[config.mk]
export PLATFORM = sky130hd
export DESIGN_NAME = cpc_div
export DESIGN_NICKNAME = d
export VERILOG_FILES = /design/src/rtl/cpc_pkg.sv /design/src/rtl/cpc_div.sv
export SDC_FILE = /design/constraint.sdc
export NUM_CORES = 2
export LEC_CHECK = 0
export BUFFER_PORTS_ARGS = -buffer_cell sky130_fd_sc_hd__buf_2
export CAP_MARGIN = 20
export CORE_AREA = 2 2 409 512
export CTS_CLUSTER_DIAMETER = 100
export DETAILED_ROUTE_END_ITERATION = 6
export DIE_AREA = 0 0 411 514
export GPL_TIMING_DRIVEN = 0
export SYNTH_ARGS = -nofsm -noshare
export SYNTH_HDL_FRONTEND = slang
export SYNTH_SLANG_ARGS = --single-unit
[constraint.sdc]
create_clock -name clk -period 5.65 [get_ports clk]
set_input_delay 1.13 -clock clk [delete_from_list [all_inputs] [get_ports clk]]
set_output_delay 1.13 -clock clk [all_outputs]
set_load 0.05 [all_outputs]
[src/rtl/cpc_pkg.sv]
`default_nettype none

package cpc_pkg;

    localparam int FRAC_BITS_DEF = 8;
    localparam int POS_WIDTH_DEF = 24;
    localparam int MASS_W        = 16;
    localparam int RAD_W         = 10;
    localparam int NORM_FRAC     = 12;
    localparam int HALF_SHIFT    = 1;

endpackage

`default_nettype wire

[src/rtl/cpc_div.sv]
`default_nettype none

// Pipelined restoring divider for unsigned operands. It develops the low Q_W
// quotient bits, one per stage; ovf flags a quotient that needs more bits.
module cpc_div
    import cpc_pkg::*;
#(
    parameter int N_W = 32,
    parameter int D_W = MASS_W,
    parameter int Q_W = POS_WIDTH_DEF + 1
) (
    input  wire logic             clk,
    input  wire logic             en,
    input  wire logic [N_W-1:0]   num,
    input  wire logic [D_W-1:0]   den,
    output logic      [Q_W-1:0]   quo,
    output logic                  ovf
);

    localparam int HW = N_W + D_W;

    logic [HW-1:0]  hi;
    logic [D_W-1:0] rem_reg [Q_W];
    logic [Q_W-1:0] lo_reg  [Q_W];
    logic [Q_W-1:0] quo_reg [Q_W];
    logic [D_W-1:0] den_reg [Q_W];
    logic           ovf_reg [Q_W];

    assign hi = HW'(num >> Q_W);

    for (genvar i = 0; i < Q_W; i++) begin : g_stage
        logic [D_W-1:0] rem_in;
        logic [Q_W-1:0] lo_in;
        logic [Q_W-1:0] quo_in;
        logic [D_W-1:0] den_in;
        logic           ovf_in;
        logic [D_W:0]   part;
        logic           take;

        if (i == 0) begin : g_first
            assign rem_in = hi[D_W-1:0];
            assign lo_in  = num[Q_W-1:0];
            assign quo_in = '0;
            assign den_in = den;
            assign ovf_in = (hi >= HW'(den));
        end
        else begin : g_next
            assign rem_in = rem_reg[i-1];
            assign lo_in  = lo_reg[i-1];
            assign quo_in = quo_reg[i-1];
            assign den_in = den_reg[i-1];
            assign ovf_in = ovf_reg[i-1];
        end

        always_comb
        begin
            part = {rem_in, lo_in[Q_W-1]};
            take = (part >= {1'b0, den_in});
        end

        always_ff @(posedge clk)
        begin
            if (en)
            begin
                rem_reg[i] <= take ? D_W'(part - {1'b0, den_in}) : part[D_W-1:0];
                lo_reg[i]  <= lo_in << 1;
                quo_reg[i] <= {quo_in[Q_W-2:0], take};
                den_reg[i] <= den_in;
                ovf_reg[i] <= ovf_in;
            end
        end
    end

    assign quo = quo_reg[Q_W-1];
    assign ovf = ovf_reg[Q_W-1];

endmodule

`default_nettype wire

==> results.toml <==
[run_status]
run_status = "finished clean"

[finish]
area_growth_pct = 14.2
nNetsFinal = 5559
finish.cell_count_without_fillers = 7953
share_of_final_layout_standard_cells_stronger_than_drive_strength_1_pct = 10.6
final_area_sq_mm = 0.0750

[timing]
hold_violations = 0
slew_headroom_pct = 35.3
totalNegativeSetupSlack_ns = 0
setup_repair_after_global_routing_missed_its_margin = "false"
post-route-period-util_pct = 65.3
final.setup_skew_ns = 0.0351
report.final.setup_viol = 0
timing_worst_slew_pin_value_ns = 0.971
min_period_ns = 3.69
report.final.slew_viol_count = 0
achievable-frequency_mhz = 271
pnr_worst_setup_slack_ns = 1.96

[yosys]
synth-edff-count = 1418
postSynth.asyncResetShare_pct = 0
mappedNetlistNets = 5312
synthesis.area_per_instance_sq_um = 13.6
postSynthRegisterBits = 1418
seq_area_frac_synth_pct = 64.8
yosys.area.top_type = "edfxtp_1"
instance_count_of_the_mapped_netlist = 4839
yosysMostFrequentCell = "edfxtp_1"
synth_top_area_share_pct = 64.8
post_syn_area_sq_mm = 0.0657
synth_flop_cell = "edfxtp_1"
yosys_warnings = 0
synth.area.top_cells = "edfxtp_1 (65%), ha_1 (7.6%), inv_1 (2.9%)"
synth.distinct_cells = 81
ys_top_cells_by_count = "edfxtp_1 (1418), inv_1 (504), ha_1 (399)"

[setup_path]
critPathCaptureType = "register"
path_max_fanout = 166
crit_required_ns = 6.08
worst_setup_path_start_kind = "primary input"
worstPathArrival_ns = 4.12
setup.worst_path.class = "primary input to register"

[grt]
global_route_usage_over_all_layers_pct = 11.6
antenna_violations_before_repair = 1
grt_pass1_wl_mm = 197
via_count_of_the_first_global_routing_pass = 37566
overflow = 0
grt_max_degree = 169

[flow_run]
maxCapViolations = 0

[pwr]
cell_internal_pwr_mw = 26.7
p_per_area_mw_per_mm2 = 530
clock_share_of_power_pct = 25.8
power.static_leakage_nw = 28.6
share_seq_of_total_power_pct = 39.0
power.share.combinational_pct = 35.1
p_switching_mw = 13.1
design_power_total_mw = 39.7
worst_vdd_rail_ir_drop_v = 0.000326
sw_ratio_pct = 32.8

[die]
die_h_microns = 514
core_area_sq_mm = 0.207
ioPinCount = 76
chipWidth_microns = 411
initial_utilization_pct = 31.8
floorplan.rows = 187
design.die.area_sq_mm = 0.211

[routing]
wl_per_cell_microns = 15.5
totalWireLength_mm = 124
drc = 0
detailedRoute.firstIterationViolations = 2331
first_pass_iters = 7
postRouteAntennaNets = 0
routed_vias_inst = 4.73
detailroute.via_count = 37589

[clock_tree]
cts_post_setup_buffers_inserted = 0
htree_num_levels = 4
cts_hold_buf = 0
root_buffer = "clkbuf_16"
tritoncts = "built"
clk-insertion-delay-late_ns = 0.79
ctsResizeCount = 0
cts.sinks = 1418
tritoncts.num_buffers = 160
ctsLongestPathBuffers = 3
path_clk_slew_ns = 0.05

[placement]
gpl.final_weighted_congestion = 0.875
place_worst_setup_slack_ns = 1.02
quantity_of_i_o_buffers_inserted_on_ports = 75
place_area_sq_mm = 0.0698
dp_hpwl_mm = 86.9
placedCellCount = 7664

[min_path]
hold_path_class = "register to register"
-- power groups by stage --
stage | Sequential, mW | Combinational, mW | Clock [mW]
floorplan | 15.3 | 10.7 | 0
global placement | 16.2 | 13.6 | 0
detailed placement | 15.7 | 13.9 | 0
CTS | 15.5 | 14.0 | 10.7
global route | 15.7 | 15.6 | 11.1
finish | 15.5 | 14.0 | 10.3
-- cell families after synthesis --
kind of cell | synth area share [%]
xor gates and xnor gates | 3.40
buffers and inverters | 3.31
adders and majority gates | 8.33
DFF | 64.8
muxes | 3.47
AOI/OAI and AO/OA | 9.88
and+or+nand+nor | 6.83
-- worst paths after layout --
| check | cells past startpoint | endpoint | slack [ns] | start |
|---|---|---|---|---|
| max reg2reg | 11 | rem_reg[0][120] | 1.99 | den_reg[0][97] |
| min reg2reg | 0 | lo_reg[0][80] | 0.38 | lo_reg[0][55] |
| max | 5 | quo_reg[5][91] | 1.96 | en |
| min | 0 | lo_reg[0][80] | 0.38 | lo_reg[0][55] |
-- placed cells by master (no fill, tap or decap), types with 14 or more instances in the layout --
cell,n
edfxtp_1,1418
inv_1,504
ha_1,399
o21ai_0,289
nand2_1,288
a21oi_1,282
nor2_1,237
mux2_2,167
clkbuf_16,161
xnor2_1,158
xor2_1,97
buf_2,93
clkbuf_1,78
o21a_1,74
nor3_1,70
a21o_1,70
nor2b_1,68
nand3_1,61
nand2b_1,46
nand4_1,44
o31ai_1,35
a31oi_1,33
a211oi_1,32
clkinv_1,30
o31a_1,29
mux2i_1,28
o21bai_1,25
fa_1,24
and3_1,21
nor4_1,21
or2_2,20
clkinv_2,20
o211ai_1,19
and2_1,17
a21boi_0,14
or3_1,14
bufinv_16,14
-- stage by stage --
stage | utilization [%] | hold WS (ns)
2_1_floorplan | - | 0.400
3_3_place_gp | 33.6 | 0.400
3_5_place_dp | 33.7 | 0.405
4_1_cts | 36.3 | 0.387
5_1_grt | 36.3 | 0.403
6_report | 36.3 | 0.382
-- layer usage --
| metal | up-vias | GRT usage, % | wire [microns] |
|---|---|---|---|
| met5 | - | 0 | 0 |
| met4 | 0 | 5.55 | 5160 |
| met3 | 284 | 2.10 | 4750 |
| met2 | 709 | 21.1 | 63900 |
| met1 | 18101 | 12.9 | 49800 |
| li1 | 18495 | - | - |
-- worst max-delay path, cell delays in order --
cell,delay [ns]
buf_12,0.30
buf_16,0.42
buf_16,0.45
buf_16,0.56
buf_16,0.51
-- layout make-up --
type | count | area [sq um]
inverter | 505 | 1900
clock buffer | 198 | 4170
buffer | 63 | 279
fill | 19876 | 132000
timing repair buffer | 85 | 642
multi-input combinational | 2853 | 21000
sequential | 1418 | 42600
antenna | 1 | 2.50
clock inverter | 90 | 1070
tap | 2740 | 3430
No activity file was read; power rests on OpenSTA's default activity.
