### src/rtl/cpc_skid.sv
`default_nettype none

// Two-entry output queue. full is registered, so the pipeline enable does not
// depend combinationally on the downstream ready.
module cpc_skid #(
    parameter int W = 8
) (
    input  wire logic           clk,
    input  wire logic           rst_n,
    input  wire logic           push,
    input  wire logic [W-1:0]   data,
    output logic                full,
    output logic                valid,
    input  wire logic           ready,
    output logic      [W-1:0]   head
);

    logic [W-1:0] ent_reg [2];
    logic         wr_reg;
    logic         rd_reg;
    logic [1:0]   cnt_reg;
    logic [1:0]   cnt_next;
    logic         pop;

    assign pop      = valid && ready;
    assign cnt_next = cnt_reg + 2'(push) - 2'(pop);

    always_ff @(posedge clk or negedge rst_n)
    begin
        if (!rst_n)
        begin
            wr_reg  <= 1'b0;
            rd_reg  <= 1'b0;
            cnt_reg <= '0;
        end
        else
        begin
            if (push)
                wr_reg <= ~wr_reg;
            if (pop)
                rd_reg <= ~rd_reg;
            cnt_reg <= cnt_next;
        end
    end

    always_ff @(posedge clk)
    begin
        if (push)
            ent_reg[wr_reg] <= data;
    end

    assign full  = (cnt_reg == 2'd2);
    assign valid = (cnt_reg != 2'd0);
    assign head  = ent_reg[rd_reg];

endmodule

`default_nettype wire

### config.mk
export PLATFORM = sky130hd
export DESIGN_NAME = cpc_skid
export DESIGN_NICKNAME = d
export VERILOG_FILES = /design/src/rtl/cpc_skid.sv
export SDC_FILE = /design/constraint.sdc
export NUM_CORES = 1
export LEC_CHECK = 0
export BUFFER_PORTS_ARGS = -buffer_cell sky130_fd_sc_hd__buf_4
export CAP_MARGIN = 20
export CORE_ASPECT_RATIO = 1.1
export CORE_MARGIN = 8
export CORE_UTILIZATION = 44
export CTS_CLUSTER_DIAMETER = 100
export CTS_CLUSTER_SIZE = 28
export DETAILED_ROUTE_END_ITERATION = 12
export PLACE_DENSITY = 0.77
export SLEW_MARGIN = 20
export SYNTH_ARGS = -nofsm -noshare
export SYNTH_HDL_FRONTEND = slang
export SYNTH_SLANG_ARGS = --single-unit
### constraint.sdc
create_clock -name clk -period 1.4 [get_ports clk]
set_clock_uncertainty 0.1 [all_clocks]
set_input_delay 0.28 -clock clk [delete_from_list [all_inputs] [get_ports clk]]
set_output_delay 0.28 -clock clk [all_outputs]
set_load 0.05 [all_outputs]
==> run_results.csv, run 1 <==
group,metric,value,unit
status,status,"complete, but fails checks",
status,violations,"setup timing",
drt,wl,1420,µm
yosys,ys_types,12,
finish,drive_gt1_share,61.5,%
power_and_ir_drop,powerDensity,2360,nW/µm²
critical_path,rrSetupSlack,-0.16,ns
yosys,syn_nets,56,
critical_path,max_stage_delay,0.42,ns
timing,post-route-period-util,121,%
yosys,async_flop_share,20.0,%
critical_path,r2r_cells,6,
floorplan,start_util,46.1,%
timing,rsz0062_at_grt,"yes",
floorplan,die-area,3480,µm²
yosys,synth_ff_type,"edfxtp_1",
power_and_ir_drop,power_leakage,0.517,nW
drt,vias,453,
floorplan,die_height,61.1,µm
yosys,synth_seq_area_share,71.5,%
yosys,synth_area,812,µm²
grt,grt_max_degree,12,
yosys,yosysTopAreaCell,"edfxtp_1",
critical_path,crit_buf_inv,2,
critical_path,end_kind,"primary output",
finish,antenna_cells,0,
timing,holdWs,0.0677,ns
yosys,synth-edff-count,16,
drt,drc,0,
critical_path,worst_path_most_repeated_cell,"buf_6",
power_and_ir_drop,p_sw,0.00106,W
power_and_ir_drop,peakVddDrop,1110,µV
min_path,holdCritPathClass,"input pin to flop",
min_path,whs_path_depth,1,
yosys,synth.most_common_cell,"edfxtp_1",
floorplan,core-area,1760,µm²
yosys,synth_area_per_cell,19.3,µm²
clock_network,cts_htree_levels,1,
drt,drt-wirelength-per-cell,14.8,µm
yosys,ys_ff_latch,20,
critical_path,required,1.02,ns
grt,grt_pass1_vias,498,
place,port_buffers,21,
clock_network,path_clk_slew,0.10,ns
critical_path,cp_slowest_cell,"dfrtp_1",
critical_path,path_max_fanout,5,
grt,grt_pass1_wl,2280,µm
timing,worst_pin_slew,0.410,ns
power_and_ir_drop,sw_frac_of_total,37.9,%
timing,period_needed,1.70,ns
critical_path,crit_type,"flop to primary output",
floorplan,num_io_pins,22,
timing,finalHoldViolations,0,
min_path,min_to,"ent_reg[0][6]",
clock_network,clk_latency,0.29,ns
drt,drtIter0Drc,7,
power_and_ir_drop,p_int,0.00174,W
power_and_ir_drop,p_clk_share,9.5,%
clock_network,cts_tree,"done",
grt,track_usage,8.53,%
finish,largest_register_ff_count,16,
finish,nNetsFinal,93,
timing,slew_headroom,72.7,%
flow_run,maxCapViolCount,0,
yosys,netlist_top_cells_area,"edfxtp_1, mux2_4, dfrtp_1, ha_1, xnor2_1",
grt,antenna_found_initial,0,
power_and_ir_drop,p_total,0.00281,W
clock_network,cts_max_path_buffers,2,
min_path,hold_start,"data[6]",
critical_path,path_cells,"buf_6 -> mux2_4 -> buf_6",
yosys,netlist_top_cells_count,"edfxtp_1, mux2_4, dfrtp_1",
timing,fmax,0.590,GHz
place,place.gp.congestion,0.695,
clock_network,numCtsBuffers,3,
timing,fin_ws,-0.296,ns
drt,top_layer,"met4",
finish,area_delta_synth_final,46.5,%
drt,first_pass_iters,2,
drt,wl_met1,572,µm
yosys,syn_inst,42,
critical_path,rr_endpoint,"cnt_reg[1]",
clock_network,cts-root-buf,"clkbuf_4",
critical_path,arrival,1.32,ns
yosys,synth_warnings,0,
timing,finalSetupViolCount,11,
power_and_ir_drop,comb_power_share,58.9,%
finish,fillCellCount,121,
place,post-dp-hpwl,1010,µm
drt,dr_wl_met2,765,µm
critical_path,worstSetupStartpointType,"flop",
floorplan,die_width,57.0,µm
power_and_ir_drop,seq_power_share,31.5,%
clock_network,cts_sinks,20,
floorplan,rows,16,
critical_path,reg2reg_from,"cnt_reg[0]",
critical_path,cp_top_family,"flip-flops",
timing,drv_slew,0,
grt,grt.overflow.total,0,
drt,viasPerCell,4.72,
drt,route.antenna.remaining_nets,0,
drt,dr_wl_met3,54,µm
yosys,synth.top_cell.area_share,59.2,%
==> worst max-delay path by stage <==
stage | cells after the start | slack, ns | to | start
3_3_place_gp | 6 | -0.09 | cnt_reg[1] | cnt_reg[0]
5_1_grt | 3 | -0.35 | head[0] | rd_reg
6_report | 3 | -0.30 | head[5] | rd_reg
4_1_cts | 3 | -0.31 | head[5] | rd_reg
2_1_floorplan | 6 | -0.12 | cnt_reg[1] | cnt_reg[0]
3_5_place_dp | 6 | -0.12 | cnt_reg[1] | cnt_reg[0]
==> metal layers <==
layer / track usage (%) / vias to the layer above
met3: 2.06 / 2
met2: 14.9 / 15
li1: - / 222
met5: 0 / -
met1: 8.93 / 214
met4: 6.04 / 0
==> metrics by stage <==
step                setup TNS, ns  worst slack (ns)  std cells  area, µm²  utilization, %
finish                      -2.71            -0.296         96       1190            67.5
global route                -3.25            -0.348         96       1190            67.5
CTS                         -2.80            -0.309         95       1170            66.5
detailed placement         -0.192            -0.124         87       1030            58.7
global placement           -0.124           -0.0877         87       1030            58.7
floorplan                  -0.187            -0.115         42        812               -
==> layout make-up <==
type	instances	area, µm²	share of cell area (%)
Clock buffer	4	26.3	2.21
Inverter	2	7.51	0.631
Sequential cell	20	581	48.8
Tap cell	18	22.5	1.89
Multi-Input combinational cell	19	243	20.4
Timing Repair Buffer	33	310	26.1
==> what timing repair did <==
| action | in CTS | in global routing |
|---|---|---|
| setup buffers | 3 | 1 |
| pin swaps | 3 | 2 |
| hold endpoints to repair | 4 | 0 |
| hold buffers | 1 | 0 |
| endpoints found under the setup margin | 11 | 12 |
| gates resized for setup | 21 | 2 |
==> cells in the final DEF, fill, tap and decap left out, drive strengths merged <==
cell type / Yosys / layout
dlygate4sd3: 0 / 1
xor2: 2 / 2
mux2: 8 / 8
inv: 2 / 2
o21a: 1 / 1
dfrtp: 4 / 4
buf: 1 / 32
and2: 1 / 1
edfxtp: 16 / 16
clkbuf: 0 / 4
nor2b: 2 / 2
ha: 2 / 2
or2: 1 / 1
xnor2: 2 / 2
==> cells by family (layout without fill, tap and decap cells) <==
logic type | Yosys count | count (layout) | share of synthesized area (%)
flip-flops | 20 | 20 | 71.5
adder cells (fa/ha/maj) | 2 | 2 | 3.08
XOR/XNOR | 4 | 4 | 4.32
AND/OR/NAND/NOR | 4 | 4 | 3.08
buffers and inverters | 3 | 39 | 2.31
AO/OA/AOI/OAI | 1 | 1 | 0.925
multiplexers | 8 | 8 | 14.8
==> power groups by stage <==
stage	Combinational [W]	Clock, W	Sequential (W)
after floorplan	0.000942	0	0.000877
after global placement	0.00130	0	0.000875
after detailed placement	0.00133	0	0.000885
after CTS	0.00162	0.000282	0.000881
after global routing	0.00175	0.000308	0.000903
final	0.00166	0.000268	0.000885
==> worst reg2reg max path: stages, from the launching register on <==
cell and delay, ns:
dfrtp_1 0.41, o21a_1 0.22, ha_1 0.29, inv_2 0.04, ha_4 0.15, xnor2_2 0.13, xnor2_1 0.12
Power figures use the tool's default switching activity.
==> run 2, diff against run 1 <==
Settings changed: ABC_CLOCK_PERIOD_IN_PS set to 1400, CORE_ASPECT_RATIO 1.1 to not set, CORE_UTILIZATION 44 to 47, CTS_BUF_LIST set to sky130_fd_sc_hd__clkbuf_8, PLACE_DENSITY 0.77 to 0.82.
==> run 2 against run 1 <==
Net effect:
- the flow still finishes with violations (setup timing)
- via count shrank 0.22%
- total power rose by 5.6%
- first-iteration DRC count up 14%
- cell count is 2.1% lower
- worst hold slack gained 0.039 ns
- routed wire length grew 8.3%
- sequential power grew 0.7%
- maximum frequency rose by 3.1%
- non-clock buffer count shrank 1
- combinational power rose by 3%
- setup slack improved by 0.051 ns
- global-route usage is 1.6 points higher
==> run_results.csv, run 2 (same netlist as run 1, synthesis figures left out) <==
group,metric,value,unit
status,status,"complete, but fails checks",
status,violations,"setup timing",
power_and_ir_drop,powerDensity,2420,nW/µm²
clock_network,cts_htree_levels,1,
critical_path,arrival,1.26,ns
power_and_ir_drop,peakVddDrop,1650,µV
grt,grt_pass1_wl,2440,µm
critical_path,reg2reg_from,"cnt_reg[0]",
timing,period_needed,1.64,ns
drt,dr_wl_met3,95,µm
drt,drc,0,
critical_path,rrSetupSlack,-0.18,ns
finish,largest_register_ff_count,16,
timing,finalSetupViolCount,11,
drt,drt-wirelength-per-cell,16.3,µm
power_and_ir_drop,power_leakage,0.526,nW
critical_path,end_kind,"primary output",
drt,viasPerCell,4.81,
drt,first_pass_iters,4,
flow_run,maxCapViolCount,0,
place,place.gp.congestion,0.598,
finish,fin_cells,94,
clock_network,cts_max_path_buffers,2,
clock_network,numCtsBuffers,3,
critical_path,path_max_fanout,4,
finish,antenna_cells,0,
timing,rsz0062_at_grt,"yes",
critical_path,max_stage_delay,0.41,ns
critical_path,rr_endpoint,"cnt_reg[1]",
floorplan,start_util,48.6,%
critical_path,path_cells,"buf_6 -> mux2_4 -> buf_8",
finish,final_cell_mix,"edfxtp_1, buf_4, buf_6",
clock_network,path_clk_slew,0.07,ns
drt,top_layer,"met4",
timing,fmax,0.608,GHz
grt,track_usage,10.1,%
drt,wl_met1,564,µm
drt,wl,1540,µm
floorplan,die_width,57.6,µm
clock_network,cts_tree,"done",
critical_path,worstSetupEndpoint,"head[5]",
min_path,holdCritPathClass,"input pin to flop",
floorplan,core-area,1670,µm²
floorplan,die_height,57.6,µm
clock_network,clk_latency,0.25,ns
timing,fin_ws,-0.245,ns
drt,dr_wl_met2,865,µm
grt,grt.overflow.total,0,
timing,slew_headroom,73.3,%
critical_path,setup.worst_path.start,"rd_reg",
critical_path,cp_slowest_cell,"dfrtp_1",
finish,area_delta_synth_final,50.7,%
place,port_buffers,21,
clock_network,cts_sinks,20,
timing,finalHoldViolations,0,
timing,worst_pin_slew,0.400,ns
floorplan,die-area,3310,µm²
finish,drive_gt1_share,63.6,%
power_and_ir_drop,p_total,0.00297,W
grt,grt_pass1_vias,504,
critical_path,worstSetupStartpointType,"flop",
drt,drtIter0Drc,8,
critical_path,r2r_cells,6,
grt,grt_max_degree,12,
place,post-dp-hpwl,1030,µm
grt,antenna_found_initial,0,
place,dp_cells,85,
clock_network,cts-root-buf,"clkbuf_8",
drt,vias,452,
timing,post-route-period-util,117,%
critical_path,crit_type,"flop to primary output",
floorplan,rows,15,
floorplan,num_io_pins,22,
critical_path,required,1.02,ns
timing,drv_slew,0,
drt,route.antenna.remaining_nets,0,
finish,nNetsFinal,92,
[run 2: final cells by class]
type | count | area, µm²
inverter | 2 | 7.51
sequential | 20 | 581
tap | 17 | 21.3
clock inverter | 1 | 3.75
multi-input combinational | 19 | 263
timing repair buffer | 32 | 307
clock buffer | 3 | 41.3
fill | 102 | 447
[run 2: how the worst min path moves through the flow]
stage	start	endpoint	slack (ns)	depth (start not counted)
2_1_floorplan	rst_n	cnt_reg[0]	-0.12	0
3_3_place_gp	rst_n	wr_reg	-0.02	1
3_5_place_dp	rst_n	wr_reg	-0.02	1
4_1_cts	data[4]	ent_reg[1][4]	0.1	1
5_1_grt	data[4]	ent_reg[0][4]	0.1	1
6_report	data[4]	ent_reg[0][4]	0.11	1
[run 2: metrics by stage]
stage	cell area (µm²)	setup TNS [ns]	hold slack, ns	worst slack [ns]	util, %
finish	1220	-2.25	0.107	-0.245	73.3
global route	1220	-2.60	0.0990	-0.272	73.3
CTS	1180	-2.28	0.0998	-0.252	70.9
detailed placement	1020	-0.191	-0.0191	-0.190	61.3
global placement	1020	-0.0891	-0.0223	-0.0891	61.3
floorplan	812	-0.187	-0.116	-0.115	-
[run 2: routing by layer]
| metal | global-route usage (%) | vias to the layer above |
|---|---|---|
| met4 | 6.43 | 0 |
| met5 | 0 | - |
| li1 | - | 219 |
| met2 | 18.3 | 12 |
| met1 | 9.81 | 219 |
| met3 | 2.91 | 2 |
[run 2: critical path, delay by kind of cell, from the launching register on]
| kind | cells | cell delay [ns] |
|---|---|---|
| DFF | 1 | 0.41 |
| muxes | 1 | 0.30 |
| buffers and inverters | 2 | 0.29 |
[run 2: timing repair]
action                                  CTS  global route
hold buffers                              1             0
endpoints found under the setup margin   11            12
setup buffers                             2             2
endpoints found under the hold margin     4             0
gates resized for setup                  22             4
pin swaps                                 2             2
[run 2: power breakdown]
part / leakage [nW] / internal, W / switching, W
Sequential: 0.197 / 0.000813 / 0.0000779
Combinational: 0.303 / 0.000829 / 0.000879
Clock: 0.0269 / 0.000195 / 0.000171
Total: 0.526 / 0.00184 / 0.00113
