==> config.mk <==
export PLATFORM = sky130hd
export DESIGN_NAME = cpc_sqrt
export DESIGN_NICKNAME = d
export VERILOG_FILES = /design/src/rtl/cpc_pkg.sv /design/src/rtl/cpc_sqrt.sv
export SDC_FILE = /design/constraint.sdc
export NUM_CORES = 1
export LEC_CHECK = 0
export BUFFER_PORTS_ARGS = -buffer_cell sky130_fd_sc_hd__buf_2
export CAP_MARGIN = 20
export CORE_MARGIN = 2
export CORE_UTILIZATION = 41
export CTS_CLUSTER_SIZE = 8
export DETAILED_ROUTE_END_ITERATION = 8
export MAX_ROUTING_LAYER = met4
export SLEW_MARGIN = 15
export SYNTH_ARGS = -nofsm -noshare
export SYNTH_HDL_FRONTEND = slang
export SYNTH_SLANG_ARGS = --single-unit
==> constraint.sdc <==
create_clock -name clk -period 2.7 [get_ports clk]
set_input_delay 0 -clock clk [delete_from_list [all_inputs] [get_ports clk]]
set_output_delay 0 -clock clk [all_outputs]
set_load 0.005 [all_outputs]
==> src/rtl/cpc_pkg.sv <==
`default_nettype none

package cpc_pkg;

    localparam int FRAC_BITS_DEF = 8;
    localparam int POS_WIDTH_DEF = 24;
    localparam int MASS_W        = 16;
    localparam int RAD_W         = 10;
    localparam int NORM_FRAC     = 12;
    localparam int HALF_SHIFT    = 1;

endpackage

`default_nettype wire

==> src/rtl/cpc_sqrt.sv <==
`default_nettype none

// Pipelined integer square root, one result bit per stage.
module cpc_sqrt
    import cpc_pkg::*;
#(
    parameter int R_W = RAD_W + 1 + FRAC_BITS_DEF
) (
    input  wire logic               clk,
    input  wire logic               en,
    input  wire logic [2*R_W-1:0]   rad,
    output logic      [R_W-1:0]     root
);

    localparam int RM = R_W + 3;

    logic [RM-1:0]      rem_reg  [R_W];
    logic [R_W-1:0]     root_reg [R_W];
    logic [2*R_W-1:0]   rad_reg  [R_W];

    for (genvar i = 0; i < R_W; i++) begin : g_stage
        logic [RM-1:0]    rem_in;
        logic [R_W-1:0]   root_in;
        logic [2*R_W-1:0] rad_in;
        logic [RM-1:0]    part;
        logic [RM-1:0]    trial;

        if (i == 0) begin : g_first
            assign rem_in  = '0;
            assign root_in = '0;
            assign rad_in  = rad;
        end
        else begin : g_next
            assign rem_in  = rem_reg[i-1];
            assign root_in = root_reg[i-1];
            assign rad_in  = rad_reg[i-1];
        end

        always_comb
        begin
            part  = {rem_in[RM-3:0], rad_in[2*R_W-1 -: 2]};
            trial = {1'b0, root_in, 2'b01};
        end

        always_ff @(posedge clk)
        begin
            if (en)
            begin
                if (part >= trial)
                begin
                    rem_reg[i]  <= part - trial;
                    root_reg[i] <= {root_in[R_W-2:0], 1'b1};
                end
                else
                begin
                    rem_reg[i]  <= part;
                    root_reg[i] <= {root_in[R_W-2:0], 1'b0};
                end
                rad_reg[i] <= rad_in << 2;
            end
        end
    end

    assign root = root_reg[R_W-1];

endmodule

`default_nettype wire

==> summary.txt, run 1 <==
=====================================================================================
Number of distinct library cells after synthesis                                   84
Critical Path Start Type                                                     register
Initial antenna violation count                                                     0
Highest clock frequency the design can meet                                 0.374 GHz
Critical path class                                                        reg -> reg
Cell at the root of the clock tree                                       sky130_fd_sc_hd__clkbuf_16
Cell area after technology mapping                                          40600 um2
Count of routing violations after the opening detailed-route iteration           1698
Leading area contributor after synthesis                                 sky130_fd_sc_hd__edfxtp_1
Largest stage delay on the critical path                                       440 ps
Ratio of total power to cell area                                          759 nW/um2
First-pass GRT wire length                                                     124 mm
Leading cell types by total area after synthesis                         sky130_fd_sc_hd__edfxtp_1 (64%), sky130_fd_sc_hd__ha_1 (6.5%), sky130_fd_sc_hd__xnor2_1 (3.3%)
Die footprint                                                              102000 um2
Outcome                                                                     completed
Critical path capture point type                                             register
Flip-flop count of the largest register, all copies and words added               342
Final cell count without fillers                                                 4867
Routed length per instance                                                    16.0 um
Seq/Total Area, Yosys                                                           64.2%
Number of endpoints with negative hold slack in the final report                    0
Period minus WS final                                                         2670 ps
Drt pass-1 iters                                                                    5
Number of violations of the max-capacitance limit                                   0
Level count of the clock H-tree                                                     3
TritonCTS clock tree                                                              yes
Predominant post-synthesis flop cell                                     sky130_fd_sc_hd__edfxtp_1
Core box area                                                               98300 um2
Synth top area share                                                            64.2%
Initial Utilization                                                             41.3%
Register-to-register setup slack                                                30 ps
Number of cells after detailed placement                                         4612
Destination of the worst register-to-register timing path                rem_reg[10][16]
Remaining global-route overflow                                                     0
Yosys Warn Count                                                                    0
Cells after Synth                                                                3094
Most frequent standard cell in the layout excluding fill and tap cells   sky130_fd_sc_hd__edfxtp_1
Data required time at the worst endpoint                                      3120 ps
Worst hold endpoint                                                      rad_reg[0][32]
Post-Synthesis Net Count                                                         3345
Commonest cells after routing, fill and taps aside                       sky130_fd_sc_hd__edfxtp_1 (868), sky130_fd_sc_hd__inv_1 (261), sky130_fd_sc_hd__buf_4 (251)
Clock latency reported for the late side of the worst-skew pair                700 ps
Detailed-route via count                                                        24700
Number of buffer and inverter stages on the critical path                           1
Hold_sp                                                                       rad[32]
Count of boundary I/O pins                                                         59
Worst-path cell with the longest stage delay                             sky130_fd_sc_hd__edfxtp_1
Placer's final routability congestion estimate                                  0.883
Clock Pin Slew Worst Setup and Hold Paths                                       50 ps
Type of the most critical hold path                                         in -> reg
DRT antenna net count                                                               0
DRT Wirelength                                                                78.1 mm
Critical register-to-register path startpoint                            rem_reg[9][6]
Ant. Diodes                                                                         0
Cell depth of the worst min-delay path                                              2
Maximum number of pins on one net before global-route repair                      150
Sequence of cells on the critical path                                   ha_1, and4_1, and3_1, a221oi_1, o211ai_1, nor4b_4, buf_4, nand3b_1, xnor2_1
Number of rows created at floorplan                                               115
Final setup TNS                                                                  0 ps
Arr. time, crit path                                                          3100 ps
Post-layout util                                                                50.4%
Signed area change from the synthesized netlist to the final layout             22.1%
Number of buffers inserted by port buffering                                       58
Share of flip-flops with an asynchronous set or reset                              0%
Critical-path maximum fanout                                                        4
Die Y-Extent                                                                   319 um
Share of final-layout standard cells stronger than drive strength 1             19.1%
Max IR drop VDD                                                            0.000595 V
Detailed Place HPWL                                                           52.8 mm
Register bit total from synthesis                                                 869
Fin. max-slew vios                                                                  0
Path depth of the worst reg2reg path                                                9
Max Root-Sink Buffers                                                               3
Leakage                                                                       19.2 nW
Number of clock buffers inserted by TritonCTS                                     119
Actual slew at the worst max-slew pin                                          866 ps
Post-Route Skew                                                               40.8 ps
Worst slew margin                                                               42.3%
Setup repair after global routing missed its margin                              true
Post-synth EDFFs                                                                  868
DR DRC count                                                                        0
Final total power                                                             37.7 mW
Number of nets in the layout                                                     3804
Mean area per synthesized cell                                               13.1 um2
Number of sinks driven by the clock tree                                          869
Worst path top cell family by delay                                      simple AND/OR/NAND/NOR gates
Vias in the first global route                                                  24000
Die width                                                                      319 um
Placed standard-cell area                                                   44200 um2
Final critical-path share of the clock period                                   99.0%
Post-DR vias/cell                                                                5.07
Post-layout instance area                                                   49600 um2
Overall Global Routing Usage                                                    15.4%
Count of endpoints failing setup in the final report                                0
=====================================================================================
==> Yosys cell counts, types with 8 or more instances <==
cell type and count:
sky130_fd_sc_hd__o21a_1 42, sky130_fd_sc_hd__mux2_2 42, sky130_fd_sc_hd__o211ai_1 25, sky130_fd_sc_hd__nor4b_1 15
sky130_fd_sc_hd__edfxtp_1 868, sky130_fd_sc_hd__xnor2_1 151, sky130_fd_sc_hd__nor2_1 202, sky130_fd_sc_hd__nor4_1 28
sky130_fd_sc_hd__o21bai_1 12, sky130_fd_sc_hd__nor2b_1 35, sky130_fd_sc_hd__a21oi_1 194, sky130_fd_sc_hd__nor3_1 69
sky130_fd_sc_hd__a211oi_1 15, sky130_fd_sc_hd__o21ai_0 133, sky130_fd_sc_hd__and2_1 28, sky130_fd_sc_hd__nand3_1 67
sky130_fd_sc_hd__a31oi_1 19, sky130_fd_sc_hd__nand4_1 22, sky130_fd_sc_hd__nand2_1 134, sky130_fd_sc_hd__xor2_1 108
sky130_fd_sc_hd__inv_1 264, sky130_fd_sc_hd__or3_1 39, sky130_fd_sc_hd__and3_1 21, sky130_fd_sc_hd__o31a_1 11
sky130_fd_sc_hd__ha_1 211, sky130_fd_sc_hd__or2_2 11, sky130_fd_sc_hd__a21o_1 60, sky130_fd_sc_hd__or4_1 10
sky130_fd_sc_hd__and4_1 8, sky130_fd_sc_hd__nand2b_1 39, sky130_fd_sc_hd__clkbuf_1 63, sky130_fd_sc_hd__o31ai_1 14
sky130_fd_sc_hd__nand3b_1 9
==> layout make-up <==
class / count / area (um2)
Fill cell: 8400 / 48700
Inverter: 266 / 998
Multi-Input combinational cell: 1891 / 14400
Tap cell: 1287 / 1610
Sequential cell: 869 / 26100
Clock inverter: 7 / 131
Timing Repair Buffer: 406 / 3280
Clock buffer: 141 / 3100
==> logic make-up (layout without fill, tap and decap cells) <==
logic type	count (synthesis)	count (layout)	synth area share (%)
buffers and inverters	335	820	3.15
muxes	51	51	1.41
AOI/OAI and AO/OA	604	604	9.39
and+or+nand+nor	765	766	9.74
DFF	869	869	64.2
xor gates and xnor gates	259	259	5.58
adders and majority gates	211	211	6.50
==> per-layer routing <==
metal / wire [um] / vias to the layer above / track usage [%]
li1: - / 12300 / -
met1: 36800 / 11800 / 20.8
met2: 36500 / 385 / 24.0
met3: 2830 / 140 / 2.33
met4: 1910 / 0 / 5.33
met5: 0 / - / -
==> repair_timing <==
action | 4_1_cts | 5_1_grt
resized for setup | 17 | 181
hold buffers | 72 | 0
hold endpoints to repair | 148 | 0
endpoints found under the setup margin | 42 | 166
setup buffers | 2 | 28
pin swaps | 2 | 42
gates cloned | 0 | 6
==> through the flow <==
step | worst slack (ps) | hold WS, ps
floorplan | 2.62 | 98.9
global placement | -72.2 | 177
detailed placement | -133 | 178
CTS | 1.81 | 3.63
global route | -48.4 | 33.3
finish | 26.3 | 63.3
==> where the power goes <==
group          total [mW]  leakage, nW  internal (mW)  switching, mW
Combinational        6.78         9.24           3.33           3.44
Clock                13.2         1.57           7.91           5.30
Sequential           17.7         8.36           16.8          0.882
Total                37.7         19.2           28.0           9.62
==> worst max path at each step <==
stage                          from              end  slack [ps]  depth (start not counted)
floorplan            rem_reg[12][6]  rem_reg[13][10]           3                         10
finish                rem_reg[9][6]  rem_reg[10][16]          30                          9
global route        root_reg[12][0]   rem_reg[13][8]         -50                          9
global placement    root_reg[13][0]  rem_reg[14][17]         -70                         11
detailed placement   rem_reg[16][0]  rem_reg[17][14]        -130                          9
CTS                  rem_reg[13][0]  rem_reg[14][13]           2                          9
No activity file was read; power rests on OpenSTA's default activity.
==> run 2, diff against run 1 <==
--- a/config.mk
+++ b/config.mk
@@ -8,7 +8,7 @@
 export BUFFER_PORTS_ARGS = -buffer_cell sky130_fd_sc_hd__buf_2
 export CAP_MARGIN = 20
 export CORE_MARGIN = 2
-export CORE_UTILIZATION = 41
+export CORE_UTILIZATION = 36
 export CTS_CLUSTER_SIZE = 8
 export DETAILED_ROUTE_END_ITERATION = 8
 export MAX_ROUTING_LAYER = met4
==> run 2 against run 1 <==
The flow now finishes with violations (setup timing). Combinational power shrank 0.9%. Final cell count grew 4.8%. Sequential share of layout area fell by 0.19 points. Register-to-register slack got worse by 30 ps. Maximum frequency is 1.1% lower. Global-route usage shrank 1.9 points. Total power fell by 0.64%. Clock power hardly changed. Via count rose by 0.71%. Final area increased by 0.37%. Worst hold slack gained 16 ps. Critical path type unchanged. Critical endpoint is now rem_reg[16][17]. Largest cell class unchanged. Largest power group unchanged.
==> summary.txt, run 2 (synthesized netlist as in run 1, its figures left out) <==
=====================================================================================
Area of combinational cells with multiple inputs                            14100 um2   -1.8%
Most frequent standard cell in the layout excluding fill and tap cells   sky130_fd_sc_hd__edfxtp_1
Count of routing violations after the opening detailed-route iteration           1550   -8.7%
Worst slew margin                                                               34.1%   -8.2 points
Number of cells after detailed placement                                         4860   +5.4%
Hold Worst Slack                                                              79.5 ps   +16.2 ps
Drt pass-1 iters                                                                    5   unchanged
Maximum number of pins on one net before global-route repair                      168   +12%
Die footprint                                                              116000 um2   +14%
DR DRC count                                                                        0   unchanged
First-pass GRT wire length                                                     125 mm   +0.73%
Die Y-Extent                                                                   340 um   +6.6%
Routed length per instance                                                    15.3 um   -4.6%
Number of nets in the layout                                                     3832   +0.74%
Flip-flop and latch area                                                    26100 um2   unchanged
Fillcell total                                                                  10100   +20%
Placed standard-cell area                                                   44700 um2   +1.1%
Overall Global Routing Usage                                                    13.6%   -1.9 points
Initial Utilization                                                             36.2%   -5.1 points
Period minus WS final                                                         2700 ps   +28.9 ps
Core box area                                                              112000 um2   +14%
Post-Route Skew                                                               55.2 ps   +14.3 ps
Number of violations of the max-capacitance limit                                   0   unchanged
Leakage                                                                       19.3 nW   +0.54%
Critical path capture point type                                             register
Clock latency reported for the late side of the worst-skew pair                690 ps   about the same
Max IR drop VDD                                                            0.000506 V   -15%
Highest clock frequency the design can meet                                 0.370 GHz   -1.1%
Post-DR vias/cell                                                                4.87   -3.9%
Number of rows created at floorplan                                               123   +7.0%
Data required time at the worst endpoint                                      3140 ps   +20 ps
Signed area change from the synthesized netlist to the final layout             22.5%
Number of sinks driven by the clock tree                                          869   unchanged
Flip-flop count of the largest register, all copies and words added               342   unchanged
Final setup TNS                                                              -2.67 ps   -2.67 ps
Number of buffers inserted by port buffering                                       58   unchanged
Final cell count without fillers                                                 5102   +4.8%
Actual slew at the worst max-slew pin                                          989 ps   +123 ps
Max Root-Sink Buffers                                                               3   unchanged
DRT Wirelength                                                                78.1 mm   about the same
Post-layout util                                                                44.4%   -6.1 points
DRT antenna net count                                                               0   unchanged
Number of clock buffers inserted by TritonCTS                                     119   unchanged
Initial antenna violation count                                                     2   +2
Critical path class                                                        reg -> reg
Count of endpoints failing setup in the final report                                1   +1
Critical Path Start Type                                                     register
Cell at the root of the clock tree                                       sky130_fd_sc_hd__clkbuf_16
Critical-path maximum fanout                                                        7   +3
Commonest cells after routing, fill and taps aside                       sky130_fd_sc_hd__edfxtp_1 (868), sky130_fd_sc_hd__buf_4 (279), sky130_fd_sc_hd__inv_1 (259)
Final total power                                                             37.4 mW   -0.64%
Worst Setup Slack post-DPL                                                   -88.0 ps   +44.8 ps
Setup slack after layout                                                     -2.67 ps   -28.9 ps
Arr. time, crit path                                                          3150 ps   +50 ps
Count of boundary I/O pins                                                         59   unchanged
Failing checks                                                           setup timing
Post-layout instance area                                                   49800 um2   +0.37%
Number of endpoints with negative hold slack in the final report                    0   unchanged
Share of final-layout standard cells stronger than drive strength 1             19.1%   +0.022 points
Type of the most critical hold path                                         in -> reg
Detailed-route via count                                                        24900   +0.71%
Detailed Place HPWL                                                           53.3 mm   +0.94%
Ratio of total power to cell area                                          752 nW/um2   -1.0%
Level count of the clock H-tree                                                     3   unchanged
Remaining global-route overflow                                                     0   unchanged
Clock Pin Slew Worst Setup and Hold Paths                                       50 ps   about the same
Vias in the first global route                                                  24400   +1.8%
TritonCTS clock tree                                                              yes
Cell depth of the worst min-delay path                                              2   unchanged
Setup repair after global routing missed its margin                              true
Ant. Diodes                                                                         0   unchanged
Final critical-path share of the clock period                                    100%   +1.1 points
Fin. max-slew vios                                                                  0   unchanged
Placer's final routability congestion estimate                                  0.870   -1.4%
Path depth of the worst reg2reg path                                               10   +1
Die width                                                                      340 um   +6.6%
Outcome                                                                  finished with violations
=====================================================================================
[run 2: what timing repair did]
item	4_1_cts	5_1_grt
hold buffers	70	0
gates cloned	0	7
endpoints found under the setup margin	41	164
hold endpoints to repair	179	0
pin swaps	3	27
gates resized for setup	17	155
setup buffers	0	23
[run 2: final timing paths]
| check | start | end | slack, ps |
|---|---|---|---|
| max reg2reg | root_reg[15][14] | rem_reg[16][17] | -3 |
| min | rad[25] | rad_reg[0][25] | 80 |
| min reg2reg | rad_reg[10][28] | rad_reg[11][30] | 390 |
| max | root_reg[15][14] | rem_reg[16][17] | -3 |
[run 2: final cells by class]
| type | count | share of cell area (%) |
|---|---|---|
| sequential | 869 | 52.4 |
| clock buffer | 136 | 6.11 |
| inverter | 266 | 2.01 |
| tap | 1500 | 3.77 |
| multi-input combinational | 1891 | 28.3 |
| timing repair buffer | 434 | 7.10 |
| clock inverter | 6 | 0.249 |
[run 2: layer usage]
layer | track usage (%) | vias up | wire length (um)
met3 | 2.37 | 161 | 3150
li1 | - | 12400 | -
met4 | 4.55 | 0 | 2230
met5 | - | - | 0
met1 | 17.6 | 11900 | 35900
met2 | 21.6 | 404 | 36800
[run 2: critical path, stage by stage, from the launching register on]
cell,delay [ps]
sky130_fd_sc_hd__edfxtp_1,410
sky130_fd_sc_hd__inv_1,80
sky130_fd_sc_hd__ha_2,300
sky130_fd_sc_hd__and3_1,200
sky130_fd_sc_hd__nand2_2,120
sky130_fd_sc_hd__nor4_4,60
sky130_fd_sc_hd__or3_4,400
sky130_fd_sc_hd__a211oi_4,280
sky130_fd_sc_hd__buf_6,150
sky130_fd_sc_hd__buf_6,110
sky130_fd_sc_hd__mux2_2,330
[run 2: power breakdown]
group	internal (mW)	switching, mW
logic	3.31	3.41
registers	16.8	0.880
clock network	7.77	5.26
